$ cat src/hdl/sfr_pkg.sv
// Shared constants and types for the stream find-and-replace block.
`default_nettype none

package sfr_pkg;

   // Bounds on pattern and replacement length, in bytes
   localparam int PATTERN_MAX = 8;
   localparam int REPLACE_MAX = 8;

   // Largest burst a single command may carry
   localparam int BUF_BYTES = (PATTERN_MAX > REPLACE_MAX) ? PATTERN_MAX : REPLACE_MAX;
   localparam int DATA_W    = 8 * BUF_BYTES;
   localparam int CNT_W     = $clog2(BUF_BYTES + 1);
   localparam int IDX_W     = (BUF_BYTES > 1) ? $clog2(BUF_BYTES) : 1;

   // Configuration port
   localparam int CFG_W     = 64;
   localparam int LEN_W     = 4;
   localparam int CSR_IDX_W = 2;

   localparam logic [CSR_IDX_W-1:0] CSR_PATTERN_LEN   = 2'd0;
   localparam logic [CSR_IDX_W-1:0] CSR_PATTERN_BYTES = 2'd1;
   localparam logic [CSR_IDX_W-1:0] CSR_REPLACE_LEN   = 2'd2;
   localparam logic [CSR_IDX_W-1:0] CSR_REPLACE_BYTES = 2'd3;

   // Command queue between front and back
   localparam int QUEUE_DEPTH = 4;
   localparam int QPTR_W      = $clog2(QUEUE_DEPTH);
   localparam int QCNT_W      = $clog2(QUEUE_DEPTH + 1);

   // One command: emit cnt bytes of data (lowest byte first); last marks end of text.
   // cnt of zero with last set is a bare end mark.
   typedef struct packed {
      logic [DATA_W-1:0] data;
      logic [CNT_W-1:0]  cnt;
      logic              last;
   } sfr_cmd_type;

endpackage

`default_nettype wire

$ cat src/hdl/stream_find_replace_core.sv
// Top level of the stream find-and-replace block.
`default_nettype none

// Replaces each non-overlapping occurrence of a configured pattern (up to eight
// bytes) in a byte stream with a configured replacement (up to eight bytes).
// One source byte is taken per cycle while the command queue has room. Results
// leave one per cycle through an output register while the receiver pops, so a
// byte that causes a single result flows at full rate; a match causes
// replace_len results and the end of text flushes the pending window, and those
// bursts are absorbed by a four-entry command queue between the matcher and the
// output sequencer. req_full rises once that queue fills, which paces source
// bytes to the results. A match needs the whole pattern, so up to
// pattern_len - 1 bytes stay pending until later bytes or the last mark release
// them. Configuration must be written while the stream is idle (unchecked).

module stream_find_replace_core
   import sfr_pkg::*;
(
   input  wire logic                 clock,
   input  wire logic                 reset,
   input  wire logic                 csr_wr_en,
   input  wire logic [CSR_IDX_W-1:0] csr_index,
   input  wire logic [CFG_W-1:0]     csr_wdata,
   input  wire logic                 req_push,
   output logic                      req_full,
   input  wire logic [7:0]           req_in_byte,
   input  wire logic                 req_in_last,
   output logic                      rsp_empty,
   input  wire logic                 rsp_pop,
   output logic [7:0]                rsp_out_byte,
   output logic                      rsp_has_byte,
   output logic                      rsp_out_last
);

   logic        accept;
   logic        cmd_push;
   sfr_cmd_type cmd;
   logic        q_full;
   logic        q_valid;
   sfr_cmd_type q_head;
   logic        q_pop;

   // Take a byte whenever the command queue has room
   assign accept   = req_push && !q_full;
   assign req_full = q_full;

   sfr_front u_front (
      .clock     (clock),
      .reset     (reset),
      .csr_wr_en (csr_wr_en),
      .csr_index (csr_index),
      .csr_wdata (csr_wdata),
      .accept    (accept),
      .in_byte   (req_in_byte),
      .in_last   (req_in_last),
      .cmd_push  (cmd_push),
      .cmd       (cmd)
   );

   sfr_queue u_queue (
      .clock    (clock),
      .reset    (reset),
      .push     (cmd_push),
      .push_cmd (cmd),
      .full     (q_full),
      .valid    (q_valid),
      .head     (q_head),
      .pop      (q_pop)
   );

   sfr_back u_back (
      .clock        (clock),
      .reset        (reset),
      .q_valid      (q_valid),
      .q_head       (q_head),
      .q_pop        (q_pop),
      .rsp_empty    (rsp_empty),
      .rsp_pop      (rsp_pop),
      .rsp_out_byte (rsp_out_byte),
      .rsp_has_byte (rsp_has_byte),
      .rsp_out_last (rsp_out_last)
   );

endmodule

`default_nettype wire

$ cat src/hdl/sfr_front.sv
// Front end: configuration registers, match window and per-byte command generation.
`default_nettype none

module sfr_front
   import sfr_pkg::*;
(
   input  wire logic                  clock,
   input  wire logic                  reset,
   input  wire logic                  csr_wr_en,
   input  wire logic [CSR_IDX_W-1:0]  csr_index,
   input  wire logic [CFG_W-1:0]      csr_wdata,
   input  wire logic                  accept,
   input  wire logic [7:0]            in_byte,
   input  wire logic                  in_last,
   output logic                       cmd_push,
   output sfr_cmd_type                cmd
);

   logic [LEN_W-1:0] pattern_len_ff;
   logic [CFG_W-1:0] pattern_bytes_ff;
   logic [LEN_W-1:0] replace_len_ff;
   logic [CFG_W-1:0] replace_bytes_ff;

   logic [7:0]       win_ff [PATTERN_MAX];
   logic [7:0]       win_in [PATTERN_MAX];
   logic [CNT_W-1:0] cnt_ff;
   logic [CNT_W-1:0] cnt_in;

   logic [7:0]       w [PATTERN_MAX];
   logic [CNT_W-1:0] plen;
   logic [CNT_W-1:0] rlen;
   logic [CNT_W-1:0] fill;
   logic             hit;
   logic             match;
   logic             pop;
   logic [DATA_W-1:0] win_data;
   logic [DATA_W-1:0] rep_data;

   // Byte k of a configuration word; bytes past the word read as zero
   function automatic logic [7:0] byte_of(input logic [CFG_W-1:0] word, input int k);
      logic [CFG_W-1:0] t;
      t = word >> (8 * k);
      return (k >= CFG_W / 8) ? 8'd0 : t[7:0];
   endfunction

   // Saturate configured lengths
   always_comb begin
      plen = (32'(pattern_len_ff) > PATTERN_MAX) ? CNT_W'(PATTERN_MAX) : CNT_W'(pattern_len_ff);
      rlen = (32'(replace_len_ff) > REPLACE_MAX) ? CNT_W'(REPLACE_MAX) : CNT_W'(replace_len_ff);
   end

   // Insert the new byte, test the window, build the command
   always_comb begin
      fill = cnt_ff + CNT_W'(1);
      for (int i = 0; i < PATTERN_MAX; i++) begin
         w[i] = (CNT_W'(i) == cnt_ff) ? in_byte : win_ff[i];
      end

      hit = 1'b1;
      for (int k = 0; k < PATTERN_MAX; k++) begin
         if (CNT_W'(k) < plen && w[k] != byte_of(pattern_bytes_ff, k)) begin
            hit = 1'b0;
         end
      end
      match = (fill == plen) && hit;
      pop   = (fill > plen) || ((fill == plen) && !hit);

      win_data = '0;
      for (int i = 0; i < PATTERN_MAX; i++) begin
         win_data[8*i +: 8] = w[i];
      end
      rep_data = '0;
      for (int k = 0; k < REPLACE_MAX; k++) begin
         rep_data[8*k +: 8] = byte_of(replace_bytes_ff, k);
      end

      cmd.last = in_last;
      if (match) begin
         cmd.data = rep_data;
         cmd.cnt  = rlen;
      end else begin
         cmd.data = win_data;
         if (in_last) begin
            cmd.cnt = fill;
         end else if (pop) begin
            cmd.cnt = CNT_W'(1);
         end else begin
            cmd.cnt = '0;
         end
      end
      cmd_push = accept && (cmd.cnt != '0 || in_last);

      // Next window: clear on match or end of text, drop oldest on a pop
      for (int i = 0; i < PATTERN_MAX; i++) begin
         win_in[i] = (pop && i + 1 < PATTERN_MAX) ? w[(i + 1) % PATTERN_MAX] : w[i];
      end
      if (match || in_last) begin
         cnt_in = '0;
      end else if (pop) begin
         cnt_in = fill - CNT_W'(1);
      end else begin
         cnt_in = fill;
      end
   end

   // Configuration registers
   always_ff @(posedge clock) begin
      if (reset) begin
         pattern_len_ff   <= '0;
         pattern_bytes_ff <= '0;
         replace_len_ff   <= '0;
         replace_bytes_ff <= '0;
      end else if (csr_wr_en) begin
         unique case (csr_index)
            CSR_PATTERN_LEN:   pattern_len_ff   <= csr_wdata[LEN_W-1:0];
            CSR_PATTERN_BYTES: pattern_bytes_ff <= csr_wdata;
            CSR_REPLACE_LEN:   replace_len_ff   <= csr_wdata[LEN_W-1:0];
            CSR_REPLACE_BYTES: replace_bytes_ff <= csr_wdata;
            default: ;
         endcase
      end
   end

   // Window fill count
   always_ff @(posedge clock) begin
      if (reset) begin
         cnt_ff <= '0;
      end else if (accept) begin
         cnt_ff <= cnt_in;
      end
   end

   // Window bytes
   always_ff @(posedge clock) begin
      if (accept) begin
         win_ff <= win_in;
      end
   end

   a_last_empties: assert property (@(posedge clock) disable iff (reset)
      accept && in_last |=> cnt_ff == '0)
      else $error("window not empty after end of text");

   a_bare_mark_last: assert property (@(posedge clock) disable iff (reset)
      cmd_push && cmd.cnt == '0 |-> cmd.last)
      else $error("empty command without end mark");

endmodule

`default_nettype wire

$ cat src/hdl/sfr_queue.sv
// Command queue that decouples the front end from the output sequencer.
`default_nettype none

module sfr_queue
   import sfr_pkg::*;
(
   input  wire logic        clock,
   input  wire logic        reset,
   input  wire logic        push,
   input  wire sfr_cmd_type push_cmd,
   output logic             full,
   output logic             valid,
   output sfr_cmd_type      head,
   input  wire logic        pop
);

   sfr_cmd_type       mem_ff [QUEUE_DEPTH];
   logic [QPTR_W-1:0] wr_ptr_ff;
   logic [QPTR_W-1:0] rd_ptr_ff;
   logic [QCNT_W-1:0] cnt_ff;

   assign full  = (cnt_ff == QCNT_W'(QUEUE_DEPTH));
   assign valid = (cnt_ff != '0);
   assign head  = mem_ff[rd_ptr_ff];

   // Advance pointers and occupancy
   always_ff @(posedge clock) begin
      if (reset) begin
         wr_ptr_ff <= '0;
         rd_ptr_ff <= '0;
         cnt_ff    <= '0;
      end else begin
         if (push) begin
            wr_ptr_ff <= wr_ptr_ff + QPTR_W'(1);
         end
         if (pop) begin
            rd_ptr_ff <= rd_ptr_ff + QPTR_W'(1);
         end
         if (push && !pop) begin
            cnt_ff <= cnt_ff + QCNT_W'(1);
         end else if (pop && !push) begin
            cnt_ff <= cnt_ff - QCNT_W'(1);
         end
      end
   end

   // Store entries
   always_ff @(posedge clock) begin
      if (push) begin
         mem_ff[wr_ptr_ff] <= push_cmd;
      end
   end

   a_no_overflow: assert property (@(posedge clock) disable iff (reset)
      push |-> !full)
      else $error("command queue overflow");

   a_no_underflow: assert property (@(posedge clock) disable iff (reset)
      pop |-> valid)
      else $error("command queue underflow");

endmodule

`default_nettype wire

$ cat src/hdl/sfr_back.sv
// Output sequencer: expands queued commands into single-byte results.
`default_nettype none

module sfr_back
   import sfr_pkg::*;
(
   input  wire logic        clock,
   input  wire logic        reset,
   input  wire logic        q_valid,
   input  wire sfr_cmd_type q_head,
   output logic             q_pop,
   output logic             rsp_empty,
   input  wire logic        rsp_pop,
   output logic [7:0]       rsp_out_byte,
   output logic             rsp_has_byte,
   output logic             rsp_out_last
);

   logic [IDX_W-1:0] idx_ff;
   logic             rsp_valid_ff;
   logic [7:0]       rsp_out_byte_ff;
   logic             rsp_has_byte_ff;
   logic             rsp_out_last_ff;

   logic             out_ready;
   logic             emit;
   logic             done;
   logic             has;

   // Pick the next byte of the head command
   always_comb begin
      out_ready = !rsp_valid_ff || rsp_pop;
      emit      = q_valid && out_ready;
      has       = (q_head.cnt != '0);
      done      = !has || (CNT_W'(idx_ff) + CNT_W'(1) == q_head.cnt);
      q_pop     = emit && done;
   end

   // Walk through the bytes of the head command
   always_ff @(posedge clock) begin
      if (reset) begin
         idx_ff <= '0;
      end else if (emit) begin
         idx_ff <= done ? '0 : idx_ff + IDX_W'(1);
      end
   end

   // Output register
   always_ff @(posedge clock) begin
      if (reset) begin
         rsp_valid_ff <= 1'b0;
      end else if (out_ready) begin
         rsp_valid_ff <= emit;
      end
   end

   always_ff @(posedge clock) begin
      if (emit) begin
         rsp_out_byte_ff <= has ? q_head.data[{idx_ff, 3'b000} +: 8] : 8'd0;
         rsp_has_byte_ff <= has;
         rsp_out_last_ff <= q_head.last && done;
      end
   end

   assign rsp_empty    = !rsp_valid_ff;
   assign rsp_out_byte = rsp_out_byte_ff;
   assign rsp_has_byte = rsp_has_byte_ff;
   assign rsp_out_last = rsp_out_last_ff;

   a_mark_is_last: assert property (@(posedge clock) disable iff (reset)
      rsp_valid_ff && !rsp_has_byte_ff |-> rsp_out_last_ff)
      else $error("bare end mark without last");

endmodule

`default_nettype wire

$ cat config.mk
export PLATFORM = sky130hd
export DESIGN_NAME = stream_find_replace_core
export DESIGN_NICKNAME = d
export VERILOG_FILES = /design/src/hdl/sfr_pkg.sv /design/src/hdl/stream_find_replace_core.sv /design/src/hdl/sfr_front.sv /design/src/hdl/sfr_queue.sv /design/src/hdl/sfr_back.sv
export SDC_FILE = /design/constraint.sdc
export NUM_CORES = 1
export LEC_CHECK = 0
export BUFFER_PORTS_ARGS = -buffer_cell sky130_fd_sc_hd__buf_2
export CORE_MARGIN = 2
export CORE_UTILIZATION = 28
export CTS_CLUSTER_DIAMETER = 80
export DETAILED_ROUTE_END_ITERATION = 10
export GPL_ROUTABILITY_DRIVEN = 1
export PLACE_DENSITY = 0.51
export SLEW_MARGIN = 5
export SYNTH_ARGS = -nofsm -noshare
export SYNTH_HDL_FRONTEND = slang
export SYNTH_SLANG_ARGS = --single-unit
$ cat constraint.sdc
create_clock -name clock -period 6.4 [get_ports clock]
set_input_delay 0.64 -clock clock [delete_from_list [all_inputs] [get_ports clock]]
set_output_delay 0.64 -clock clock [all_outputs]
set_load 0.05 [all_outputs]
; ---- After elaboration in Yosys (flattened, before gate mapping)
; Memories as Yosys holds them, arrays and structs flattened. A register that Yosys moved wholly into a read port is not among the register bits.
; Index checks and enable logic that the tools add are counted.
[totals]
ff_bits = 225
ram_bits = 276
input_bits = 80
output_inout_bits = 12
n_memories = 1
[mem_list]
columns = name, depth, width, rd, rd_ports_with_merged_regs, wr, line
row1 = u_queue.mem_ff, 4, 69, 1, 1, 1, sfr_queue.sv:17  ; sfr_cmd_type mem_ff [QUEUE_DEPTH];
[classes]
addsub = 8
order_cmp = 11
eq_ne = 21
shift = 1
n_mux = 37
n_reduce_logical = 38
[ops]
columns = operator, n
row1 = two-way mux 8 bit, 15
row2 = two-way mux 68 bit, 1
row3 = != test 8 bit, 8
row4 = variable part select 64 x 7 -> 8 bit, 1
row5 = two-way mux 4 bit, 5
row6 = logical AND 1 bit, 17
row7 = "== test 3 x 4 -> 1 bit, first input constant", 4
row8 = "less-than comparator 3 x 4 -> 1 bit, first input constant", 4
row9 = two-way mux 1 bit, 11
row10 = two-way mux 3 bit, 3
row11 = "== test 2 x 4 -> 1 bit, first input constant", 2
row12 = == test 4 bit, 2
row13 = "greater-than comparator 4 bit, second input constant", 2
row14 = "less-than comparator 1 x 4 -> 1 bit, first input constant", 2
row15 = "less-than comparator 2 x 4 -> 1 bit, first input constant", 2
row16 = AND reduction 2 bit, 4
row17 = nonzero test 4 bit, 2
row18 = "adder 3 x 1 -> 3 bit, second input constant", 2
row19 = zero test 1 bit, 6
row20 = logical OR 1 bit, 5
row21 = "adder 2 x 1 -> 2 bit, second input constant", 2
row22 = "adder 3 x 1 -> 4 bit, second input constant", 1
row23 = "adder 4 x 1 -> 4 bit, second input constant", 1
row24 = "== test 1 x 4 -> 1 bit, first input constant", 1
row25 = other kinds (11), 13

; ---- Depth between registers and ports, before layout
; Gate-level depths: netlist (run 1).
[logic_depth]
depth_word = 25
mapped_depth = 19

; ---- By module
; Synthesis (run 1) repeated with hierarchy kept, for this count alone.
[hier_totals]
cells_unflattened = 1929
hier_area_um2 = 23303.6
[by_module_without_submodules]
columns = mod, instances, cells_each, area_each_um2, seq_area_each_um2
row1 = sfr_front, 1, 1445, 11777.5, 4724.5
row2 = sfr_queue, 1, 405, 10397.5, 8468.1
row3 = sfr_back, 1, 78, 1114.8, 380.4
row4 = stream_find_replace_core, 1, 1, 13.8, 0.0

; ---- Least setup slack after synthesis (run 1)
; Ideal clock, no wire load.
[synth_path]
path_type = register -> register
from = register u_queue.cnt_ff[0]
to = memory u_queue.mem_ff[0][0] (netlist name), enable pin
arrival_time_ns = 4.600
path_slack_ns = 1.366
stages_incl_launch_ff = 7
cell_sequence = dfxtp_1 > nor3b_1 > nand2b_1 > inv_1 > o21ai_0 > a31oi_1 > and2_1
[synth_via]
elab_chain_len = 6
[synth_rtl]
columns = element, line
row1 = from (decl), sfr_queue.sv:20  ; logic [QCNT_W-1:0] cnt_ff;
row2 = from (signal assigned), sfr_queue.sv:40  ; cnt_ff <= cnt_ff + QCNT_W'(1);
row3 = from (signal assigned), sfr_queue.sv:42  ; cnt_ff <= cnt_ff - QCNT_W'(1);
row4 = == test 3 bit, sfr_queue.sv:22  ; assign full = (cnt_ff == QCNT_W'(QUEUE_DEPTH));
row5 = named net req_full, stream_find_replace_core.sv:25  ; output logic req_full,
row6 = zero test 1 bit, stream_find_replace_core.sv:44  ; assign accept = req_push && !q_full;
row7 = logical AND 1 bit, stream_find_replace_core.sv:44
row8 = named net accept, stream_find_replace_core.sv:35  ; logic accept;
row9 = logical AND 1 bit, sfr_front.sv:91  ; cmd_push = accept && (cmd.cnt != '0 || in_last);
row10 = named net cmd_push, stream_find_replace_core.sv:36  ; logic cmd_push;
row11 = two-way mux 1 bit, sfr_queue.sv:49  ; if (push) begin
row12 = two-way mux 1 bit (implied by the code), sfr_queue.sv:50  ; mem_ff[wr_ptr_ff] <= push_cmd;
row13 = to (decl), sfr_queue.sv:17
; The timed path passes the listed nets, and every way through them passes these cells.

; ---- Worst setup path after layout (run 1)
[layout_path]
from = register u_front.cnt_ff[2]
to = register u_queue.cnt_ff[2]
[layout_via]
elab_chain_len = 24
word_cells_on_any_way = 58
[layout_rtl]
columns = element, line
row1 = from (decl), sfr_front.sv:26  ; logic [CNT_W-1:0] cnt_ff;
row2 = from (signal assigned), sfr_front.sv:129  ; cnt_ff <= cnt_in;
row3 = zero test 4 bit, sfr_front.sv:56  ; w[i] = (CNT_W'(i) == cnt_ff) ? in_byte : win_ff[i];
row4 = two-way mux 8 bit, sfr_front.sv:56
row5 = != test 8 bit, sfr_front.sv:61  ; if (CNT_W'(k) < plen && w[k] != byte_of(pattern_bytes_ff, k)) begin
row6 = logical AND 1 bit, sfr_front.sv:61
row7 = two-way mux 1 bit (8 in series), sfr_front.sv:61
row8 = zero test 1 bit, sfr_front.sv:66  ; pop = (fill > plen) || ((fill == plen) && !hit);
row9 = logical AND 1 bit, sfr_front.sv:66
row10 = logical OR 1 bit, sfr_front.sv:66
row11 = [... 2 more ...], --
row12 = two-way mux 68 bit *, sfr_front.sv:78  ; if (match) begin
row13 = nonzero test 4 bit *, sfr_front.sv:91
row14 = logical OR 1 bit *, sfr_front.sv:91
row15 = logical AND 1 bit *, sfr_front.sv:91
row16 = named net cmd_push, stream_find_replace_core.sv:36
row17 = zero test 1 bit, sfr_queue.sv:41  ; end else if (pop && !push) begin
row18 = logical AND 1 bit, sfr_queue.sv:41
row19 = nonzero test 2 bit (no line), --
; Mark *: on every way through the listed nets, which the timed path passes. The rest lies on a longest branch.
; A chain may end at the register's enable or synchronous reset.

==> results of run 1 <==
## layout make-up
class                      count  area (µm²)  area share (%)
multi-input combinational   1103        7920            30.9
timing repair buffer         117         703            2.74
clock buffer                  85        1610            6.26
antenna                        2        5.00          0.0195
sequential                   503       13600            52.9
clock inverter                15         181           0.706
tap                         1050        1310            5.11
inverter                      99         372            1.45
## critical path: stages, from the launching register on
cell	delay, ns
sky130_fd_sc_hd__dfxtp_1	0.71
sky130_fd_sc_hd__nand3b_1	0.78
sky130_fd_sc_hd__mux2i_1	0.43
sky130_fd_sc_hd__o221ai_1	0.16
sky130_fd_sc_hd__or4_1	0.66
sky130_fd_sc_hd__o21a_1	0.22
sky130_fd_sc_hd__a31oi_1	0.16
sky130_fd_sc_hd__nand4_1	0.28
sky130_fd_sc_hd__a21oi_4	0.25
sky130_fd_sc_hd__a31oi_1	0.38
sky130_fd_sc_hd__ha_1	0.39
sky130_fd_sc_hd__inv_1	0.09
sky130_fd_sc_hd__fa_1	0.19
sky130_fd_sc_hd__xor2_1	0.08
sky130_fd_sc_hd__or3_1	0.32
sky130_fd_sc_hd__a21oi_1	0.17
## synth_stat cells (20+ instances only)
library cell and number:
sky130_fd_sc_hd__clkbuf_1 76, sky130_fd_sc_hd__mux2i_1 52, sky130_fd_sc_hd__a21oi_1 206, sky130_fd_sc_hd__inv_1 97, sky130_fd_sc_hd__nor2_1 110, sky130_fd_sc_hd__xnor2_1 21, sky130_fd_sc_hd__nor2b_1 23, sky130_fd_sc_hd__a222oi_1 49
sky130_fd_sc_hd__mux4_2 85, sky130_fd_sc_hd__o21ai_0 20, sky130_fd_sc_hd__xor2_1 22, sky130_fd_sc_hd__edfxtp_1 350, sky130_fd_sc_hd__nand2_1 311, sky130_fd_sc_hd__dfxtp_1 153
## worst min path at each step
stage	startpoint	endpoint	slack, ns	cells after the start
CTS	csr_wdata[45]	u_front.pattern_bytes_ff[45]	0.25	3
finish	csr_wdata[45]	u_front.pattern_bytes_ff[45]	0.27	3
detailed placement	u_front.rep_data[61]	u_front.rep_data[61]	0.45	2
floorplan	u_front.rep_data[56]	u_front.rep_data[56]	0.43	2
global placement	u_front.rep_data[59]	u_front.rep_data[59]	0.44	2
global route	csr_wdata[43]	u_front.pattern_bytes_ff[43]	0.27	3
## logic make-up after synthesis
group	after synthesis	synth area share, %
and+or+nand+nor	528	10.3
DFF	503	60.8
AOI/OAI and AO/OA	363	10.4
buffers and inverters	211	3.80
muxes	153	12.0
xor gates and xnor gates	43	1.69
adders and majority gates	16	0.931
## placed cells by master (no fill, tap or decap), types with 6 or more instances in the layout
master | netlist | layout
sky130_fd_sc_hd__a21oi_1 | 206 | 206
sky130_fd_sc_hd__a221oi_1 | 6 | 6
sky130_fd_sc_hd__a222oi_1 | 49 | 49
sky130_fd_sc_hd__a22oi_1 | 8 | 8
sky130_fd_sc_hd__a31oi_1 | 12 | 12
sky130_fd_sc_hd__buf_2 | 11 | 90
sky130_fd_sc_hd__buf_4 | 3 | 23
sky130_fd_sc_hd__clkbuf_1 | 76 | 18
sky130_fd_sc_hd__clkbuf_16 | 0 | 56
sky130_fd_sc_hd__clkbuf_8 | 0 | 9
sky130_fd_sc_hd__clkinv_2 | 0 | 7
sky130_fd_sc_hd__dfxtp_1 | 153 | 151
sky130_fd_sc_hd__edfxtp_1 | 350 | 350
sky130_fd_sc_hd__ha_1 | 15 | 15
sky130_fd_sc_hd__inv_1 | 97 | 96
sky130_fd_sc_hd__mux2_2 | 9 | 9
sky130_fd_sc_hd__mux2i_1 | 52 | 52
sky130_fd_sc_hd__mux4_2 | 85 | 85
sky130_fd_sc_hd__nand2_1 | 311 | 311
sky130_fd_sc_hd__nand3_1 | 10 | 9
sky130_fd_sc_hd__nand3b_1 | 6 | 6
sky130_fd_sc_hd__nor2_1 | 110 | 110
sky130_fd_sc_hd__nor2b_1 | 23 | 23
sky130_fd_sc_hd__nor3_1 | 9 | 9
sky130_fd_sc_hd__nor4_1 | 7 | 7
sky130_fd_sc_hd__o21ai_0 | 20 | 20
sky130_fd_sc_hd__o221ai_1 | 8 | 8
sky130_fd_sc_hd__o22ai_1 | 16 | 16
sky130_fd_sc_hd__xnor2_1 | 21 | 21
sky130_fd_sc_hd__xor2_1 | 22 | 22
## registers in the layout, indices dropped and copies added, names as in the netlist, 4 cells and up, named ones only
signal and flops:
u_front.cnt_ff 4, u_front.pattern_bytes_ff 64, u_queue.mem_ff 276, u_front.win_ff 64, u_front.rep_data 64, u_front.replace_len_ff 4
u_back.rsp_out_byte 8, u_front.pattern_len_ff 4
## power breakdown
| part | internal [µW] | total [µW] | switching, µW |
|---|---|---|---|
| registers | 4190 | 4460 | 271 |
| logic | 925 | 2460 | 1530 |
| clock network | 1850 | 3140 | 1300 |
| total | 6960 | 10100 | 3100 |
## per-stage QoR
| stage | std cells | setup WS, ns | area (µm²) |
|---|---|---|---|
| floorplan | 1817 | 1.37 | 22300 |
| global placement | 2872 | 1.31 | 23900 |
| detailed placement | 2872 | 1.21 | 23900 |
| CTS | 2972 | 1.18 | 25700 |
| global route | 2972 | 0.753 | 25700 |
| finish | 2974 | 1.02 | 25700 |
## routing by layer
metal / GRT usage, % / part of all wire, %
met2: 24.3 / 45
met1: 21.8 / 45
met5: 0 / 0.020
met4: 5.17 / 2.9
met3: 2.87 / 7.2
==> qor.txt, run 1 <==
=======================================================================================
Status                                                                        completed
Sequential cell area fraction in the yosys report                                 60.8%
CTS HTree Levels                                                                      2
Startpoint types                                                                   flop
Clock buffer depth                                                                    3
Crit. Startpoint                                                           u_front.cnt_ff[2]
Number of inserted filler cells in the final layout                                7955
Num Clock Sinks                                                                     503
Die area                                                                      81900 µm²
Final-layout setup total negative slack                                            0 ns
Clock latency reported for the late side of the worst-skew pair                 0.62 ns
HPWL after detailed placement                                                  43900 µm
Total overflow reported by the global router                                          0
Routed via count                                                                  15100
Crit path required time                                                         6.93 ns
Number of synthesis warnings                                                          0
Largest net degree at the start of global routing                                    95
Worst-case hold slack                                                          0.269 ns
Area Overhead vs Synth                                                            15.1%
Antenna violations before repair                                                      5
Antenna viol nets, final                                                              0
Ys flop type                                                               sky130_fd_sc_hd__edfxtp_1
Remaining max-slew budget at the tightest pin                                     7.66%
Setup Crit Path Kind                                                       flop to flop
Leakage power                                                                0.00882 µW
Synthesized cell area                                                         22300 µm²
Total DRC errors in the routed layout                                                 0
Number of violations reported at the end of detailed-routing iteration 0           1626
Wire length of the first global-routing pass                                   95400 µm
Arrival @ worst endpoint                                                        5.90 ns
Setup violation total in the final timing report                                      0
Maximum resistive drop on vdd                                                  0.177 mV
Width of the die                                                                 286 µm
Routed wire per std cell                                                        21.8 µm
Worst Reg2Reg Path Length in Cells                                                   15
Minimum clock period after layout                                               5.38 ns
Via-per-instance ratio                                                             5.06
Crit Reg-Reg Startpoint                                                    u_front.cnt_ff[2]
Share of flip-flops with an asynchronous set or reset after synthesis                0%
Tot Pwr                                                                        10100 µW
Initial cell density of the core                                                  28.3%
Tightest Hold Check Type                                                   input port to flop
CTS tree                                                                            yes
Router iterations before antenna repair                                               7
Setup repair after global routing missed its margin                                  no
Mean Syn Cell Area                                                             12.3 µm²
Final clock skew                                                              0.0220 ns
CTS Buf Count                                                                        54
Nets in the synthesized netlist                                                    1913
GP Congestion                                                                     0.903
Final hold viol count                                                                 0
Biggest area consumer among synthesized cells                              sky130_fd_sc_hd__edfxtp_1
Critical path capture point type                                                   flop
Number of global-route vias before repair                                         14700
Fraction of synthesized cell area taken by the top area cell type                 47.1%
Share of post-route cells with drive strength above 1                             17.3%
Max-slew violation count                                                              0
Ratio of final minimum period to clock period                                     84.0%
Count of standard-cell rows                                                         103
Number of enable-type register cells in the synthesized netlist                     350
Number of top-level pins                                                             92
Cell count after synthesis                                                         1817
Post-CTS Resized                                                                      0
Hold-fix buffers, CTS                                                                 0
Max-cap violations                                                                    0
Clock slew at the register clock pins of the worst setup and hold paths         0.06 ns
GRT Total Usage                                                                   15.6%
Cell chosen for the clock root                                             sky130_fd_sc_hd__clkbuf_16
Slew @ Worst Pin                                                                1.37 ns
Final core utilization                                                            32.6%
Pwr Density                                                                  392 nW/µm²
Most area-consuming cells after synthesis                                  sky130_fd_sc_hd__edfxtp_1 (47%), sky130_fd_sc_hd__dfxtp_1 (14%), sky130_fd_sc_hd__mux4_2 (8.6%)
Number of unique standard cell types used by synthesis                               72
Die height                                                                       286 µm
Number of nets in the layout                                                       1974
Post-CTS Setup Repair Bufs                                                            0
Count of buffers inserted at the top-level ports                                     91
Critical Path End                                                          u_queue.cnt_ff[2]
Capture instance of the worst register-to-register path                    u_queue.cnt_ff[2]
Total core area                                                               78900 µm²
Largest fanout of any net on the critical path                                       19
Flop-to-flop setup slack                                                        1.02 ns
Flip-flop and latch count after synthesis                                           503
Maximum clock rate                                                              186 MHz
Total wirelength of the detailed-routed design                                 65000 µm
=======================================================================================
Power figures use the tool's default switching activity.
==> run 2: changes to the inputs <==
clock period = 5.5 ns   (was 6.4 ns; I/O delays follow)
==> qor.txt, run 2 (synthesized netlist as in run 1, its figures left out) <==
=======================================================================================
Startpoint types                                                                   flop
Width of the die                                                                 286 µm   unchanged
Antenna violations before repair                                                      3   -2
Largest fanout of any net on the critical path                                       14   -5
Clock buffer depth                                                                    3   unchanged
Total DRC errors in the routed layout                                                 0   unchanged
HPWL after detailed placement                                                  45400 µm   +3.4%
Area Overhead vs Synth                                                            15.6%
Part of the power in combinational logic                                          25.3%   +0.9 points
Crit path required time                                                         6.01 ns   -0.92 ns
Routed via count                                                                  15100   +0.58%
Die area                                                                      81900 µm²   unchanged
Minimum clock period after layout                                               5.07 ns   -0.301 ns
Initial cell density of the core                                                  28.3%   unchanged
GRT Total Usage                                                                   15.9%   +0.38 points
Antenna viol nets, final                                                              0   unchanged
Setup repair after global routing missed its margin                                  no
Count of standard-cell rows                                                         103   unchanged
Ratio of final minimum period to clock period                                     92.3%   +8.3 points
Num Clock Sinks                                                                     503   unchanged
Final hold viol count                                                                 0   unchanged
GP Congestion                                                                     0.885   -2.0%
Post-Place Setup Slack                                                         0.550 ns   -0.665 ns
Post-route setup slack                                                         0.426 ns   -0.599 ns
Sw Pwr                                                                          3600 µW   +16%
Largest net degree at the start of global routing                                   104   +9.5%
Tightest Hold Check Type                                                   input port to flop
Final clock skew                                                              0.0369 ns   +0.0149 ns
Maximum resistive drop on vdd                                                  0.198 mV   +12%
Arrival @ worst endpoint                                                        5.59 ns   -0.31 ns
Die height                                                                       286 µm   unchanged
Switching power share of the total                                                30.9%   +0.081 points
CTS tree                                                                            yes
Final-layout setup total negative slack                                            0 ns   unchanged
Hold-fix buffers, CTS                                                                 0   unchanged
Clock slew at the register clock pins of the worst setup and hold paths         0.06 ns   about the same
Via-per-instance ratio                                                             5.05   -0.25%
Remaining max-slew budget at the tightest pin                                     25.4%   +18 points
Internal power of the cells                                                     8060 µW   +16%
Post-CTS Resized                                                                      0   unchanged
Wire length of the first global-routing pass                                   98100 µm   +2.8%
Total overflow reported by the global router                                          0   unchanged
Total wirelength of the detailed-routed design                                 66200 µm   +1.9%
Number of violations reported at the end of detailed-routing iteration 0           1733   +6.6%
CTS Buf Count                                                                        55   +1.9%
Reg with most FFs                                                          u_queue.mem_ff
Worst-case hold slack                                                          0.186 ns   -0.0831 ns
Leading cell types in the layout, fill and taps excluded                   sky130_fd_sc_hd__edfxtp_1 (350), sky130_fd_sc_hd__nand2_1 (311), sky130_fd_sc_hd__a21oi_1 (206)
Post-CTS Setup Repair Bufs                                                            0   unchanged
Total core area                                                               78900 µm²   unchanged
Most common cell after layout, fill and taps aside                         sky130_fd_sc_hd__edfxtp_1
Number of nets in the layout                                                       2000   +1.3%
Clock latency reported for the late side of the worst-skew pair                 0.61 ns   about the same
Flop pwr share                                                                    44.1%   -0.3 points
Setup violation total in the final timing report                                      0   unchanged
Router iterations before antenna repair                                               6   -1
Leakage power                                                                0.00888 µW   +0.76%
Power share of the clock group                                                    30.6%   -0.6 points
Status                                                                        completed
Share of post-route cells with drive strength above 1                             18.0%   +0.70 points
Number of top-level pins                                                             92   unchanged
Cell chosen for the clock root                                             sky130_fd_sc_hd__clkbuf_16
Tot Pwr                                                                        11700 µW   +16%
Maximum clock rate                                                              197 MHz   +5.9%
Setup Crit Path Kind                                                       flop to flop
Largest register FFs                                                                276   unchanged
Count of buffers inserted at the top-level ports                                     91   unchanged
CTS HTree Levels                                                                      2   unchanged
Critical path capture point type                                                   flop
Number of global-route vias before repair                                         15300   +3.6%
Pwr Density                                                                  452 nW/µm²   +15%
Max-cap violations                                                                    0   unchanged
Max-slew violation count                                                              0   unchanged
Routed wire per std cell                                                        22.1 µm   +1.0%
Slew @ Worst Pin                                                                1.12 ns   -0.252 ns
=======================================================================================
[run 2: power by group through the flow]
stage	Sequential, µW	Clock (µW)	Combinational, µW
finish	5140	3570	2940
global route	5190	3790	3170
CTS	5140	3640	2970
detailed placement	5220	0	2960
global placement	5200	0	2940
floorplan	5230	0	1860
[run 2: per-layer routing]
metal / wire (µm) / GRT usage, %
met3: 5120 / 3.02
met5: 10 / 0
met1: 29500 / 22.3
met2: 30000 / 25.2
met4: 1600 / 4.46
[run 2: worst paths after layout]
kind | startpoint | end | slack [ns] | cells after the start
worst min register to register | u_front.rep_data[35] | u_front.rep_data[35] | 0.46 | 2
worst min-delay path | csr_wdata[26] | u_front.pattern_bytes_ff[26] | 0.19 | 3
worst max-delay path | u_front.cnt_ff[0] | u_queue.cnt_ff[2] | 0.43 | 17
worst max register to register | u_front.cnt_ff[0] | u_queue.cnt_ff[2] | 0.43 | 17
[run 2: area by class of cell]
| cell class | instances | area [µm²] |
|---|---|---|
| clock buffers | 73 | 1480 |
| well taps | 1050 | 1310 |
| repair buffers | 142 | 866 |
| inverters | 99 | 372 |
| clock inverters | 27 | 240 |
| flip-flops and latches | 503 | 13600 |
| fillers | 7865 | 53100 |
| multi-input cells | 1103 | 7930 |
| diodes | 2 | 5.00 |
[run 2: critical path: stages (launching register included)]
cell                       delay, ns
sky130_fd_sc_hd__dfxtp_1        0.40
sky130_fd_sc_hd__inv_1          0.15
sky130_fd_sc_hd__ha_1           0.21
sky130_fd_sc_hd__or3b_2         0.68
sky130_fd_sc_hd__mux2i_1        0.29
sky130_fd_sc_hd__o221ai_1       0.16
sky130_fd_sc_hd__nor4_1         0.45
sky130_fd_sc_hd__o21ai_0        0.36
sky130_fd_sc_hd__nor4_2         0.36
sky130_fd_sc_hd__nand4_1        0.30
sky130_fd_sc_hd__a21oi_4        0.25
sky130_fd_sc_hd__a31oi_1        0.23
sky130_fd_sc_hd__ha_1           0.30
sky130_fd_sc_hd__inv_1          0.08
sky130_fd_sc_hd__fa_1           0.18
sky130_fd_sc_hd__xor2_1         0.08
sky130_fd_sc_hd__or3_1          0.33
sky130_fd_sc_hd__a21oi_1        0.17
[run 2: metrics by stage]
step / utilization, % / instances / cell area [µm²]
after floorplan: - / 1817 / 22300
after detailed placement: 30.5 / 2897 / 24100
after global routing: 32.7 / 2997 / 25800
after global placement: 30.5 / 2897 / 24100
final: 32.7 / 2999 / 25800
after CTS: 32.7 / 2997 / 25800
